`src/hw/rtl/psca_pkg.sv`:
```
package psca_pkg;

    localparam int MAX_SOURCES = 16;
    localparam int IDX_W = (MAX_SOURCES > 1) ? $clog2(MAX_SOURCES) : 1;
    localparam int CNT_W = $clog2(MAX_SOURCES + 1);

    localparam int FUNC_W = 2;
    localparam int SID_W = 8;
    localparam int VAL_W = 16;
    localparam int ENTRY_W = SID_W + 2 * VAL_W;

    localparam logic [FUNC_W-1:0] FUNC_REQUEST = 2'd0;
    localparam logic [FUNC_W-1:0] FUNC_MEASURE = 2'd1;
    localparam logic [FUNC_W-1:0] FUNC_EVAL    = 2'd2;

    localparam logic signed [VAL_W-1:0] HELD_RESET = -16'sd100;
    localparam logic signed [VAL_W-1:0] HELD_CLEAR = 16'sd0;

    typedef struct packed {
        logic [SID_W-1:0]        src;
        logic signed [VAL_W-1:0] prio;
        logic signed [VAL_W-1:0] spd;
    } t_entry;

    typedef enum logic [2:0] {
        S_IDLE,
        S_SCAN,
        S_SHIFT,
        S_APPEND,
        S_FIN
    } t_state;

    typedef struct packed {
        logic capture;
        logic scan_run;
        logic shift_start;
        logic shift_run;
        logic append;
        logic finish;
    } t_dp_cmd;

    typedef struct packed {
        logic is_request;
        logic found;
        logic full;
        logic scan_done;
        logic shift_done;
        logic out_free;
    } t_dp_sts;

endpackage

```
`src/hw/rtl/psca_if.sv`:
```
interface psca_in_if;
    logic                                       valid;
    logic                                       ready;
    logic [psca_pkg::FUNC_W-1:0]                func;
    logic [psca_pkg::SID_W-1:0]                 source_id;
    logic signed [psca_pkg::VAL_W-1:0]          request_priority;
    logic signed [psca_pkg::VAL_W-1:0]          request_speed;
    logic signed [psca_pkg::VAL_W-1:0]          measured_speed;

    modport source (output valid, func, source_id, request_priority, request_speed,
                    measured_speed, input ready);
    modport sink (input valid, func, source_id, request_priority, request_speed,
                  measured_speed, output ready);
endinterface

interface psca_out_if;
    logic                                       valid;
    logic                                       ready;
    logic                                       published;
    logic signed [psca_pkg::VAL_W-1:0]          target_out;
    logic signed [psca_pkg::VAL_W-1:0]          priority_out;
    logic [psca_pkg::SID_W-1:0]                 winner_out;
    logic                                       dropped;

    modport source (output valid, published, target_out, priority_out, winner_out,
                    dropped, input ready);
    modport sink (input valid, published, target_out, priority_out, winner_out,
                  dropped, output ready);
endinterface

```
`src/hw/rtl/psca_ram.sv`:
```
module psca_ram #(
    parameter int WIDTH = 8,
    parameter int DEPTH = 16
) (
    input  logic                                   i_clk,
    input  logic                                   i_we,
    input  logic [((DEPTH > 1) ? $clog2(DEPTH) : 1)-1:0] i_waddr,
    input  logic [WIDTH-1:0]                       i_wdata,
    input  logic [((DEPTH > 1) ? $clog2(DEPTH) : 1)-1:0] i_raddr,
    output logic [WIDTH-1:0]                       o_rdata
);

    logic [WIDTH-1:0] r_mem [DEPTH];

    always_ff @(posedge i_clk) begin
        if (i_we) begin
            r_mem[i_waddr] <= i_wdata;
        end
        o_rdata <= r_mem[i_raddr];
    end

endmodule

```
`src/hw/rtl/psca_datapath.sv`:
```
module psca_datapath (
    input  logic                                  i_clk,
    input  logic                                  i_rst_n,
    input  psca_pkg::t_dp_cmd                     i_cmd,
    output psca_pkg::t_dp_sts                     o_sts,
    input  logic [psca_pkg::FUNC_W-1:0]           i_func,
    input  logic [psca_pkg::SID_W-1:0]            i_source_id,
    input  logic signed [psca_pkg::VAL_W-1:0]     i_request_priority,
    input  logic signed [psca_pkg::VAL_W-1:0]     i_request_speed,
    input  logic signed [psca_pkg::VAL_W-1:0]     i_measured_speed,
    input  logic                                  i_out_ready,
    output logic                                  o_out_valid,
    output logic                                  o_published,
    output logic signed [psca_pkg::VAL_W-1:0]     o_target_out,
    output logic signed [psca_pkg::VAL_W-1:0]     o_priority_out,
    output logic [psca_pkg::SID_W-1:0]            o_winner_out,
    output logic                                  o_dropped
);

    localparam int IW = psca_pkg::IDX_W;
    localparam int CW = psca_pkg::CNT_W;
    localparam logic [CW-1:0] MAX_CNT = CW'(psca_pkg::MAX_SOURCES);

    // captured word
    logic [psca_pkg::FUNC_W-1:0]       r_func;
    logic [psca_pkg::SID_W-1:0]        r_sid;
    logic signed [psca_pkg::VAL_W-1:0] r_prio;
    logic signed [psca_pkg::VAL_W-1:0] r_spd;
    logic signed [psca_pkg::VAL_W-1:0] r_meas;

    // arbiter state
    logic [CW-1:0]                     r_count;
    logic signed [psca_pkg::VAL_W-1:0] r_target;
    logic signed [psca_pkg::VAL_W-1:0] r_held;
    logic [psca_pkg::SID_W-1:0]        r_last;
    logic                              r_last_v;

    // walk over the table
    logic [CW-1:0] r_ptr;
    logic          r_chk_v;
    logic [IW-1:0] r_chk_idx;
    logic          r_found;
    logic [IW-1:0] r_fidx;
    logic          r_appended;
    logic          r_best_v;
    psca_pkg::t_entry r_best;

    // output register
    logic                              r_o_valid;
    logic                              r_o_pub;
    logic signed [psca_pkg::VAL_W-1:0] r_o_target;
    logic signed [psca_pkg::VAL_W-1:0] r_o_prio;
    logic [psca_pkg::SID_W-1:0]        r_o_winner;
    logic                              r_o_drop;

    logic [psca_pkg::ENTRY_W-1:0] w_rdata;
    psca_pkg::t_entry             w_rd;
    psca_pkg::t_entry             w_wentry;
    logic                         w_we;
    logic [IW-1:0]                w_waddr;
    logic [CW-1:0]                w_last_idx;
    logic                         w_rd_more;

    logic signed [psca_pkg::VAL_W-1:0] n_target;
    logic signed [psca_pkg::VAL_W-1:0] n_held;
    logic                              n_take;

    assign w_rd       = psca_pkg::t_entry'(w_rdata);
    assign w_rd_more  = (r_ptr < r_count);
    assign w_last_idx = r_count - CW'(1);

    always_comb begin
        w_wentry = w_rd;
        w_waddr  = r_chk_idx;
        w_we     = 1'b0;
        if (i_cmd.append) begin
            w_wentry.src  = r_sid;
            w_wentry.prio = r_prio;
            w_wentry.spd  = r_spd;
            w_waddr       = r_found ? w_last_idx[IW-1:0] : r_count[IW-1:0];
            w_we          = 1'b1;
        end else if (i_cmd.shift_run && r_chk_v) begin
            w_we = 1'b1;
        end
    end

    psca_ram #(
        .WIDTH (psca_pkg::ENTRY_W),
        .DEPTH (psca_pkg::MAX_SOURCES)
    ) u_table (
        .i_clk   (i_clk),
        .i_we    (w_we),
        .i_waddr (w_waddr),
        .i_wdata (w_wentry),
        .i_raddr (r_ptr[IW-1:0]),
        .o_rdata (w_rdata)
    );

    always_comb begin
        n_target = r_target;
        n_held   = r_held;
        n_take   = 1'b0;
        case (r_func)
            psca_pkg::FUNC_MEASURE: begin
                if (r_meas == r_target) begin
                    n_held = psca_pkg::HELD_CLEAR;
                end
            end
            psca_pkg::FUNC_EVAL: begin
                n_take = r_best_v && ((r_last_v && (r_last == r_best.src))
                                      || (r_best.prio >= r_held));
                if (n_take) begin
                    n_target = r_best.spd;
                    n_held   = r_best.prio;
                end
            end
            default: begin
            end
        endcase
    end

    always_ff @(posedge i_clk) begin
        if (i_cmd.capture) begin
            r_func <= i_func;
            r_sid  <= i_source_id;
            r_prio <= i_request_priority;
            r_spd  <= i_request_speed;
            r_meas <= i_measured_speed;
        end
    end

    always_ff @(posedge i_clk) begin
        if (!i_rst_n) begin
            r_count    <= '0;
            r_target   <= '0;
            r_held     <= psca_pkg::HELD_RESET;
            r_last_v   <= 1'b0;
            r_ptr      <= '0;
            r_chk_v    <= 1'b0;
            r_found    <= 1'b0;
            r_appended <= 1'b0;
            r_best_v   <= 1'b0;
            r_o_valid  <= 1'b0;
        end else begin
            if (i_cmd.capture) begin
                r_ptr      <= '0;
                r_chk_v    <= 1'b0;
                r_found    <= 1'b0;
                r_appended <= 1'b0;
                r_best_v   <= 1'b0;
            end else if (i_cmd.shift_start) begin
                r_ptr   <= CW'(r_fidx) + CW'(1);
                r_chk_v <= 1'b0;
            end else if (i_cmd.scan_run || i_cmd.shift_run) begin
                // issue one read a cycle, look at its data in the next cycle
                if (w_rd_more) begin
                    r_ptr     <= r_ptr + CW'(1);
                    r_chk_v   <= 1'b1;
                    r_chk_idx <= i_cmd.shift_run ? IW'(r_ptr - CW'(1)) : r_ptr[IW-1:0];
                end else begin
                    r_chk_v <= 1'b0;
                end
                if (i_cmd.scan_run && r_chk_v) begin
                    if (w_rd.src == r_sid) begin
                        r_found <= 1'b1;
                        r_fidx  <= r_chk_idx;
                    end
                    if (!r_best_v || (w_rd.prio >= r_best.prio)) begin
                        r_best_v <= 1'b1;
                        r_best   <= w_rd;
                    end
                end
            end

            if (i_cmd.append) begin
                r_appended <= 1'b1;
                if (!r_found) begin
                    r_count <= r_count + CW'(1);
                end
            end

            if (i_cmd.finish) begin
                r_target   <= n_target;
                r_held     <= n_held;
                if ((r_func == psca_pkg::FUNC_EVAL) && r_best_v) begin
                    r_last   <= r_best.src;
                    r_last_v <= 1'b1;
                end
                r_o_valid  <= 1'b1;
                r_o_pub    <= (r_func == psca_pkg::FUNC_EVAL) && r_best_v;
                r_o_target <= n_target;
                r_o_prio   <= n_held;
                r_o_winner <= ((r_func == psca_pkg::FUNC_EVAL) && r_best_v) ? r_best.src : '0;
                r_o_drop   <= (r_func == psca_pkg::FUNC_REQUEST) && !r_appended;
            end else if (i_out_ready) begin
                r_o_valid <= 1'b0;
            end
        end
    end

    assign o_sts.is_request = (r_func == psca_pkg::FUNC_REQUEST);
    assign o_sts.found      = r_found;
    assign o_sts.full       = (r_count >= MAX_CNT);
    assign o_sts.scan_done  = !w_rd_more && !r_chk_v;
    assign o_sts.shift_done = !w_rd_more && !r_chk_v;
    assign o_sts.out_free   = !r_o_valid || i_out_ready;

    assign o_out_valid    = r_o_valid;
    assign o_published    = r_o_pub;
    assign o_target_out   = r_o_target;
    assign o_priority_out = r_o_prio;
    assign o_winner_out   = r_o_winner;
    assign o_dropped      = r_o_drop;

endmodule

```
`src/hw/rtl/psca_ctrl.sv`:
```
module psca_ctrl (
    input  logic               i_clk,
    input  logic               i_rst_n,
    input  logic               i_in_valid,
    output logic               o_in_ready,
    input  psca_pkg::t_dp_sts  i_sts,
    output psca_pkg::t_dp_cmd  o_cmd
);

    psca_pkg::t_state r_state;
    psca_pkg::t_state n_state;

    always_ff @(posedge i_clk) begin
        if (!i_rst_n) begin
            r_state <= psca_pkg::S_IDLE;
        end else begin
            r_state <= n_state;
        end
    end

    always_comb begin
        n_state = r_state;
        case (r_state)
            psca_pkg::S_IDLE: begin
                if (i_in_valid) begin
                    n_state = psca_pkg::S_SCAN;
                end
            end
            psca_pkg::S_SCAN: begin
                if (i_sts.scan_done) begin
                    if (!i_sts.is_request) begin
                        n_state = psca_pkg::S_FIN;
                    end else if (i_sts.found) begin
                        n_state = psca_pkg::S_SHIFT;
                    end else if (i_sts.full) begin
                        n_state = psca_pkg::S_FIN;
                    end else begin
                        n_state = psca_pkg::S_APPEND;
                    end
                end
            end
            psca_pkg::S_SHIFT: begin
                if (i_sts.shift_done) begin
                    n_state = psca_pkg::S_APPEND;
                end
            end
            psca_pkg::S_APPEND: begin
                n_state = psca_pkg::S_FIN;
            end
            psca_pkg::S_FIN: begin
                if (i_sts.out_free) begin
                    n_state = psca_pkg::S_IDLE;
                end
            end
            default: begin
                n_state = psca_pkg::S_IDLE;
            end
        endcase
    end

    always_comb begin
        o_cmd      = '0;
        o_in_ready = 1'b0;
        case (r_state)
            psca_pkg::S_IDLE: begin
                o_in_ready    = 1'b1;
                o_cmd.capture = i_in_valid;
            end
            psca_pkg::S_SCAN: begin
                o_cmd.scan_run    = 1'b1;
                // compact the entries above the old one before re-appending
                o_cmd.shift_start = i_sts.scan_done && i_sts.is_request && i_sts.found;
            end
            psca_pkg::S_SHIFT: begin
                o_cmd.shift_run = 1'b1;
            end
            psca_pkg::S_APPEND: begin
                o_cmd.append = 1'b1;
            end
            psca_pkg::S_FIN: begin
                o_cmd.finish = i_sts.out_free;
            end
            default: begin
            end
        endcase
    end

endmodule

```
`src/hw/rtl/priority_speed_command_arbiter_top.sv`:
```
// Priority speed command arbiter.
// Input channel i_cmd carries one word per command: a speed request (source id,
// priority, speed), a measured speed report, or an evaluate. Output channel o_res
// returns exactly one result word per command, in order.
// Requests keep a table of up to MAX_SOURCES entries in write order; a repeat
// source moves to the end with its new values, a new source on a full table is
// refused and flagged. Evaluate picks the highest priority, latest on a tie.
// Stepping: the table sits in a single-port-read RAM and is walked one entry per
// cycle; every command scans the whole table before its result is written. A
// request that appends adds an append step; a replacing request at index k first
// compacts the entries above k one place down, then appends.
// One command is in flight at a time: a new command is taken only after the last
// one has written its result.
// The result sits in an output register; while the receiver stalls the next
// command is still accepted and worked, and waits at its end for the register.
// Synchronous reset empties the table, sets target to 0, held priority to -100
// and forgets the last winner. Table contents are not cleared.
module priority_speed_command_arbiter_top (
    input  logic        i_clk,
    input  logic        i_rst_n,
    psca_in_if.sink     i_cmd,
    psca_out_if.source  o_res
);

    psca_pkg::t_dp_cmd w_cmd;
    psca_pkg::t_dp_sts w_sts;
    logic              w_in_ready;

    assign i_cmd.ready = w_in_ready;

    psca_ctrl u_ctrl (
        .i_clk      (i_clk),
        .i_rst_n    (i_rst_n),
        .i_in_valid (i_cmd.valid),
        .o_in_ready (w_in_ready),
        .i_sts      (w_sts),
        .o_cmd      (w_cmd)
    );

    psca_datapath u_dp (
        .i_clk              (i_clk),
        .i_rst_n            (i_rst_n),
        .i_cmd              (w_cmd),
        .o_sts              (w_sts),
        .i_func             (i_cmd.func),
        .i_source_id        (i_cmd.source_id),
        .i_request_priority (i_cmd.request_priority),
        .i_request_speed    (i_cmd.request_speed),
        .i_measured_speed   (i_cmd.measured_speed),
        .i_out_ready        (o_res.ready),
        .o_out_valid        (o_res.valid),
        .o_published        (o_res.published),
        .o_target_out       (o_res.target_out),
        .o_priority_out     (o_res.priority_out),
        .o_winner_out       (o_res.winner_out),
        .o_dropped          (o_res.dropped)
    );

endmodule

```
`src/flat_wrapper.sv`:
```
// flat-port wrapper written by rule: the top's interface ports become plain ports
module priority_speed_command_arbiter_top_flat 
  (i_clk, i_rst_n, i_cmd_valid, i_cmd_func, i_cmd_source_id, i_cmd_request_priority, i_cmd_request_speed, i_cmd_measured_speed, i_cmd_ready, o_res_valid, o_res_published, o_res_target_out, o_res_priority_out, o_res_winner_out, o_res_dropped, o_res_ready);
  psca_in_if i_cmd_i ();
  psca_out_if o_res_i ();
  input  logic i_clk;
  input  logic i_rst_n;
  input wire logic [$bits(i_cmd_i.valid)-1:0] i_cmd_valid;
  input wire logic [$bits(i_cmd_i.func)-1:0] i_cmd_func;
  input wire logic [$bits(i_cmd_i.source_id)-1:0] i_cmd_source_id;
  input wire logic [$bits(i_cmd_i.request_priority)-1:0] i_cmd_request_priority;
  input wire logic [$bits(i_cmd_i.request_speed)-1:0] i_cmd_request_speed;
  input wire logic [$bits(i_cmd_i.measured_speed)-1:0] i_cmd_measured_speed;
  output wire logic [$bits(i_cmd_i.ready)-1:0] i_cmd_ready;
  output wire logic [$bits(o_res_i.valid)-1:0] o_res_valid;
  output wire logic [$bits(o_res_i.published)-1:0] o_res_published;
  output wire logic [$bits(o_res_i.target_out)-1:0] o_res_target_out;
  output wire logic [$bits(o_res_i.priority_out)-1:0] o_res_priority_out;
  output wire logic [$bits(o_res_i.winner_out)-1:0] o_res_winner_out;
  output wire logic [$bits(o_res_i.dropped)-1:0] o_res_dropped;
  input wire logic [$bits(o_res_i.ready)-1:0] o_res_ready;
  assign i_cmd_i.valid = i_cmd_valid;
  assign i_cmd_i.func = i_cmd_func;
  assign i_cmd_i.source_id = i_cmd_source_id;
  assign i_cmd_i.request_priority = i_cmd_request_priority;
  assign i_cmd_i.request_speed = i_cmd_request_speed;
  assign i_cmd_i.measured_speed = i_cmd_measured_speed;
  assign i_cmd_ready = i_cmd_i.ready;
  assign o_res_valid = o_res_i.valid;
  assign o_res_published = o_res_i.published;
  assign o_res_target_out = o_res_i.target_out;
  assign o_res_priority_out = o_res_i.priority_out;
  assign o_res_winner_out = o_res_i.winner_out;
  assign o_res_dropped = o_res_i.dropped;
  assign o_res_i.ready = o_res_ready;
  priority_speed_command_arbiter_top u_core (.i_clk(i_clk), .i_rst_n(i_rst_n), .i_cmd(i_cmd_i), .o_res(o_res_i));
endmodule
```
`config.mk`:
```
export PLATFORM = sky130hd
export DESIGN_NAME = priority_speed_command_arbiter_top_flat
export DESIGN_NICKNAME = d
export VERILOG_FILES = /design/src/hw/rtl/psca_pkg.sv /design/src/hw/rtl/psca_if.sv /design/src/hw/rtl/psca_ram.sv /design/src/hw/rtl/psca_datapath.sv /design/src/hw/rtl/psca_ctrl.sv /design/src/hw/rtl/priority_speed_command_arbiter_top.sv /design/src/flat_wrapper.sv
export SDC_FILE = /design/constraint.sdc
export NUM_CORES = 1
export LEC_CHECK = 0
export BUFFER_PORTS_ARGS = -buffer_cell sky130_fd_sc_hd__buf_2
export CORE_MARGIN = 2
export CORE_UTILIZATION = 55
export DETAILED_ROUTE_END_ITERATION = 6
export GPL_ROUTABILITY_DRIVEN = 0
export GPL_TIMING_DRIVEN = 0
export PLACE_DENSITY = 0.72
export SYNTH_ARGS = -nofsm -noshare
export SYNTH_HDL_FRONTEND = slang
export SYNTH_HIERARCHICAL = 1
export SYNTH_SLANG_ARGS = --single-unit
```
`constraint.sdc`:
```
create_clock -name i_clk -period 7.99 [get_ports i_clk]
set_clock_uncertainty 0.1 [all_clocks]
set_input_delay 0.3995 -clock i_clk [delete_from_list [all_inputs] [get_ports i_clk]]
set_output_delay 0.3995 -clock i_clk [all_outputs]
set_load 0.02 [all_outputs]
```
==> implementation parameters <==
Parameter                              Value

Outcome
  Result of the run    finished, final reports clean

Logic synthesis
  FFs w/ async S/R, synth    0%
  Number of distinct library cell variants in the gate-level netlist after synthesis    65
  Area of the mapped netlist    34600 um^2
  Total nets after synthesis    1879
  Syn. warnings    6
  Per-instance average area after synthesis    19.5 um^2
  Compound-gate portion of the synthesized area    4.01%
  Count of flip-flops with a built-in enable after synthesis    796
  Simple-gate share of the synthesized area    3.25%
  Synthesized instance count    1773
  Top flip-flop cell by instance count after synthesis    sky130_fd_sc_hd__edfxtp_1
  Main combinational cell family by area after synthesis    multiplexers
  Proportion of synthesized chip area in sequential cells    74.4%
  Post-synthesis share of cell area spent on xor and xnor gates    1.19%
  Area share of fa/ha/maj cells after synthesis    1.59%
  Multiplexer share of the synthesized area    13.4%
  Register bit count reported by yosys    887

Timing
  Total Neg Setup Slack    0 ns
  RSZ-0062 raised after global routing    no
  Slew at the pin closest to its max-slew limit    1.26 ns
  Share of the cycle needed by the critical path after routing    55.5%
  Setup Viol. Count Final    0
  Post-layout worst setup margin    3.55 ns
  Final hold viol count    0
  Highest attainable clock frequency    225 MHz
  Shortest clock period the worst path allows after layout    4.44 ns
  Worst rel slew slack    15.3%
  Slew Viols, Final    0

Power and ir drop
  Total Power Consumption    9560 uW
  LEAKAGE    0.0135 uW
  Pwr dens    236 nW/um^2
  Highest ir drop seen on vdd    0.000150 V

Placed design
  Detailed placer's ending HPWL    50.0 mm
  Buffers added on ports    105
  Worst setup slack before clock tree synthesis    3.69 ns

Final layout
  Highest-count cells in the layout ignoring fill and taps    sky130_fd_sc_hd__edfxtp_1, sky130_fd_sc_hd__buf_2, sky130_fd_sc_hd__nand2_1
  Final Util    65.4%
  Signed area change from the synthesized netlist to the final layout    17.2%
  Number of nets at the end of the flow    2179
  Ant. Diodes    0
  Most common library cell in the layout ignoring fill and taps    sky130_fd_sc_hd__edfxtp_1
  Share of cells above drive strength 1    23.7%

Worst setup path
  Kind of critical path    register to register
  Crit start category    register
  Required time reported for the critical path endpoint    8.20 ns
  Max stage delay cell, worst path    sky130_fd_sc_hd__nor2_4
  Stage delay of the slowest cell on the critical path    0.85 ns
  Cells along the critical path    buf_2, nor3b_1, clkbuf_1, clkbuf_1, nor2_1, a21oi_1, nand2b_1, nor2_4, buf_12
  Crit path DAT    4.65 ns
  Number of cell instances on the worst register-to-register path    9
  Crit Path Max Fanout    23
  Cell seen most often among critical-path stages    sky130_fd_sc_hd__clkbuf_1
  Critical path capture point type    register

Floorplan
  Number of placement rows    91
  Die span in x    255 um
  Die area    64900 um^2
  Ports    106
  Core box area    61900 um^2
  Die height    255 um
  Starting density of the core    55.8%

Global route
  Global router's overall resource usage    25.0%
  Largest net degree at the start of global routing    39
  Via count of the first global-routing pass    18407
  First-pass GRT wire length    117 mm
  Antenna violations before repair    1
  Global route overflow    0

Clocking
  CTS clk-pin slew, worst paths    0.06 ns
  Clock latency reported for the late side of the worst-skew pair    0.63 ns
  Maximum buffer depth of the clock tree    3
  Clock tree from TritonCTS    done
  CTS Root Cell    sky130_fd_sc_hd__clkbuf_16
  Clock tree sinks    887
  Number of resized instances in the post-cts repair step    0
  Total CTS buffers    89
  Number of H-tree levels    3

Drt
  Sum of routed wire length over all layers    79.5 mm
  Antenna viol nets, final    0
  Number of vias per cell    6.06
  Initial drt markers    1838
  Number of iterations in the first detailed-routing pass    5
  Detail-routed net length per standard cell    26.7 um
  Total via count after detailed routing    18065
  DRC violation count after routing    0

Flow run
  Number of max-cap violations    0

Hold path
  Cell depth of the worst min-delay path    3
  Hold crit path type    primary input to register
[power breakdown]
part / internal [uW] / switching, uW
Clock: 2370 / 1700
Sequential: 5110 / 34.2
Combinational: 123 / 215
Total: 7600 / 1950
[what timing repair did]
action / in CTS / in global routing
endpoints found under the setup margin: 0 / 0
hold buffers: 59 / 0
setup buffers: 0 / 0
hold endpoints to repair: 59 / 0
[worst max-delay path, delay by kind of cell, from the launching register on]
family	cells	cell delay, ns
AND/OR/NAND/NOR	4	1.58
buffers and inverters	4	1.52
AO/OA/AOI/OAI	1	0.57
flip-flops	1	0.35
[routing by layer]
layer / share of wire, % / up-vias / global-route usage (%) / wire length, um
li1: - / 7789 / - / -
met1: 39 / 9255 / 32.6 / 30900
met2: 50 / 874 / 42.3 / 39700
met3: 8.4 / 147 / 5.58 / 6710
met4: 2.7 / 0 / 7.64 / 2170
met5: 0 / - / 0 / 0
[cell type report]
type                            count  area, um^2
Inverter                           50         188
Fill cell                        4053       21400
Buffer                             84         564
Sequential cell                   887       25700
Tap cell                          837        1050
Clock inverter                     41         385
Multi-Input combinational cell    752        8240
Timing Repair Buffer              209        1900
Clock buffer                      123        2480
[synthesized netlist by cell type, types with 2 or more instances]
| cell | n | area [um^2] |
|---|---|---|
| sky130_fd_sc_hd__o21ai_1 | 3 | 15.0 |
| sky130_fd_sc_hd__nor3_2 | 2 | 20.0 |
| sky130_fd_sc_hd__clkbuf_1 | 46 | 173 |
| sky130_fd_sc_hd__ha_1 | 44 | 551 |
| sky130_fd_sc_hd__and2_1 | 2 | 12.5 |
| sky130_fd_sc_hd__edfxtp_1 | 796 | 23900 |
| sky130_fd_sc_hd__mux4_2 | 100 | 2250 |
| sky130_fd_sc_hd__nor4_1 | 2 | 12.5 |
| sky130_fd_sc_hd__inv_1 | 49 | 184 |
| sky130_fd_sc_hd__o41ai_1 | 2 | 17.5 |
| sky130_fd_sc_hd__or4_1 | 2 | 15.0 |
| sky130_fd_sc_hd__buf_4 | 4 | 30.0 |
| sky130_fd_sc_hd__nor3b_1 | 2 | 15.0 |
| sky130_fd_sc_hd__mux4_1 | 60 | 1580 |
| sky130_fd_sc_hd__nand3b_1 | 3 | 22.5 |
| sky130_fd_sc_hd__dfxtp_1 | 91 | 1820 |
| sky130_fd_sc_hd__nand3_1 | 7 | 35.0 |
| sky130_fd_sc_hd__a211oi_1 | 4 | 30.0 |
| sky130_fd_sc_hd__nor3_1 | 13 | 65.1 |
| sky130_fd_sc_hd__a311o_1 | 12 | 120 |
| sky130_fd_sc_hd__o211ai_1 | 2 | 15.0 |
| sky130_fd_sc_hd__nor4b_1 | 2 | 17.5 |
| sky130_fd_sc_hd__o21a_1 | 4 | 30.0 |
| sky130_fd_sc_hd__buf_1 | 4 | 15.0 |
| sky130_fd_sc_hd__nand2_1 | 106 | 398 |
| sky130_fd_sc_hd__a21oi_2 | 3 | 26.3 |
| sky130_fd_sc_hd__nor2_1 | 37 | 139 |
| sky130_fd_sc_hd__mux2i_1 | 16 | 160 |
| sky130_fd_sc_hd__and3_1 | 10 | 62.6 |
| sky130_fd_sc_hd__nand4_1 | 18 | 113 |
| sky130_fd_sc_hd__o31ai_1 | 4 | 30.0 |
| sky130_fd_sc_hd__buf_12 | 11 | 220 |
| sky130_fd_sc_hd__xor2_1 | 9 | 78.8 |
| sky130_fd_sc_hd__buf_2 | 14 | 70.1 |
| sky130_fd_sc_hd__xnor2_1 | 38 | 333 |
| sky130_fd_sc_hd__a21o_1 | 10 | 75.1 |
| sky130_fd_sc_hd__nor2b_1 | 7 | 43.8 |
| sky130_fd_sc_hd__a21oi_1 | 36 | 180 |
| sky130_fd_sc_hd__mux2_2 | 57 | 642 |
| sky130_fd_sc_hd__nand2b_1 | 7 | 43.8 |
| sky130_fd_sc_hd__buf_6 | 5 | 56.3 |
| sky130_fd_sc_hd__o21ai_0 | 27 | 135 |
| sky130_fd_sc_hd__a22oi_1 | 80 | 601 |
[worst paths after layout]
check | slack, ns | endpoint | from
worst max register to register | 3.55 | u_core/u_dp/u_table/r_mem[13][12] | u_core/u_ctrl/r_state[1]
worst max-delay path | 3.55 | u_core/u_dp/u_table/r_mem[13][12] | u_core/u_ctrl/r_state[1]
worst min register to register | 0.34 | u_core/u_dp/r_best[15] | u_core/u_dp/u_table/o_rdata[15]
worst min-delay path | 0.06 | u_core/u_dp/o_out_valid | o_res_ready
[stage by stage]
step | area (um^2) | hold WS [ns] | cells
after floorplan | 34600 | 0.304 | 1773
final | 40500 | 0.0570 | 2983
after detailed placement | 37100 | 0.316 | 2760
after global routing | 40500 | 0.0441 | 2983
after CTS | 40500 | 0.0298 | 2983
after global placement | 36200 | 0.317 | 2715
[kinds of logic after synthesis]
family                   Yosys count
XOR/XNOR                          47
buffers and inverters            134
AND/OR/NAND/NOR                  231
AO/OA/AOI/OAI                    197
multiplexers                     233
flip-flops                       887
adder cells (fa/ha/maj)           44
[state kept, by name (all words and copies together) (netlist names), 2 cells and up]
signal and flops:
u_core/u_dp/o_target_out 16, u_core/u_dp/u_table/o_rdata 40, u_core/u_ctrl/r_state 3, u_core/u_dp/o_priority_out 16, u_core/u_dp/r_prio 16, u_core/u_dp/r_chk_idx 4
u_core/u_dp/r_ptr 5, u_core/u_dp/r_meas 16, u_core/u_dp/r_count 5, u_core/u_dp/r_func 2, u_core/u_dp/r_sid 8, u_core/u_dp/r_held 16
u_core/u_dp/r_fidx 4, u_core/u_dp/o_winner_out 8, u_core/u_dp/r_target 16, u_core/u_dp/r_last 8, u_core/u_dp/r_best 40, u_core/u_dp/r_spd 16
u_core/u_dp/u_table/r_mem 640
No activity file was read; power rests on OpenSTA's default activity.
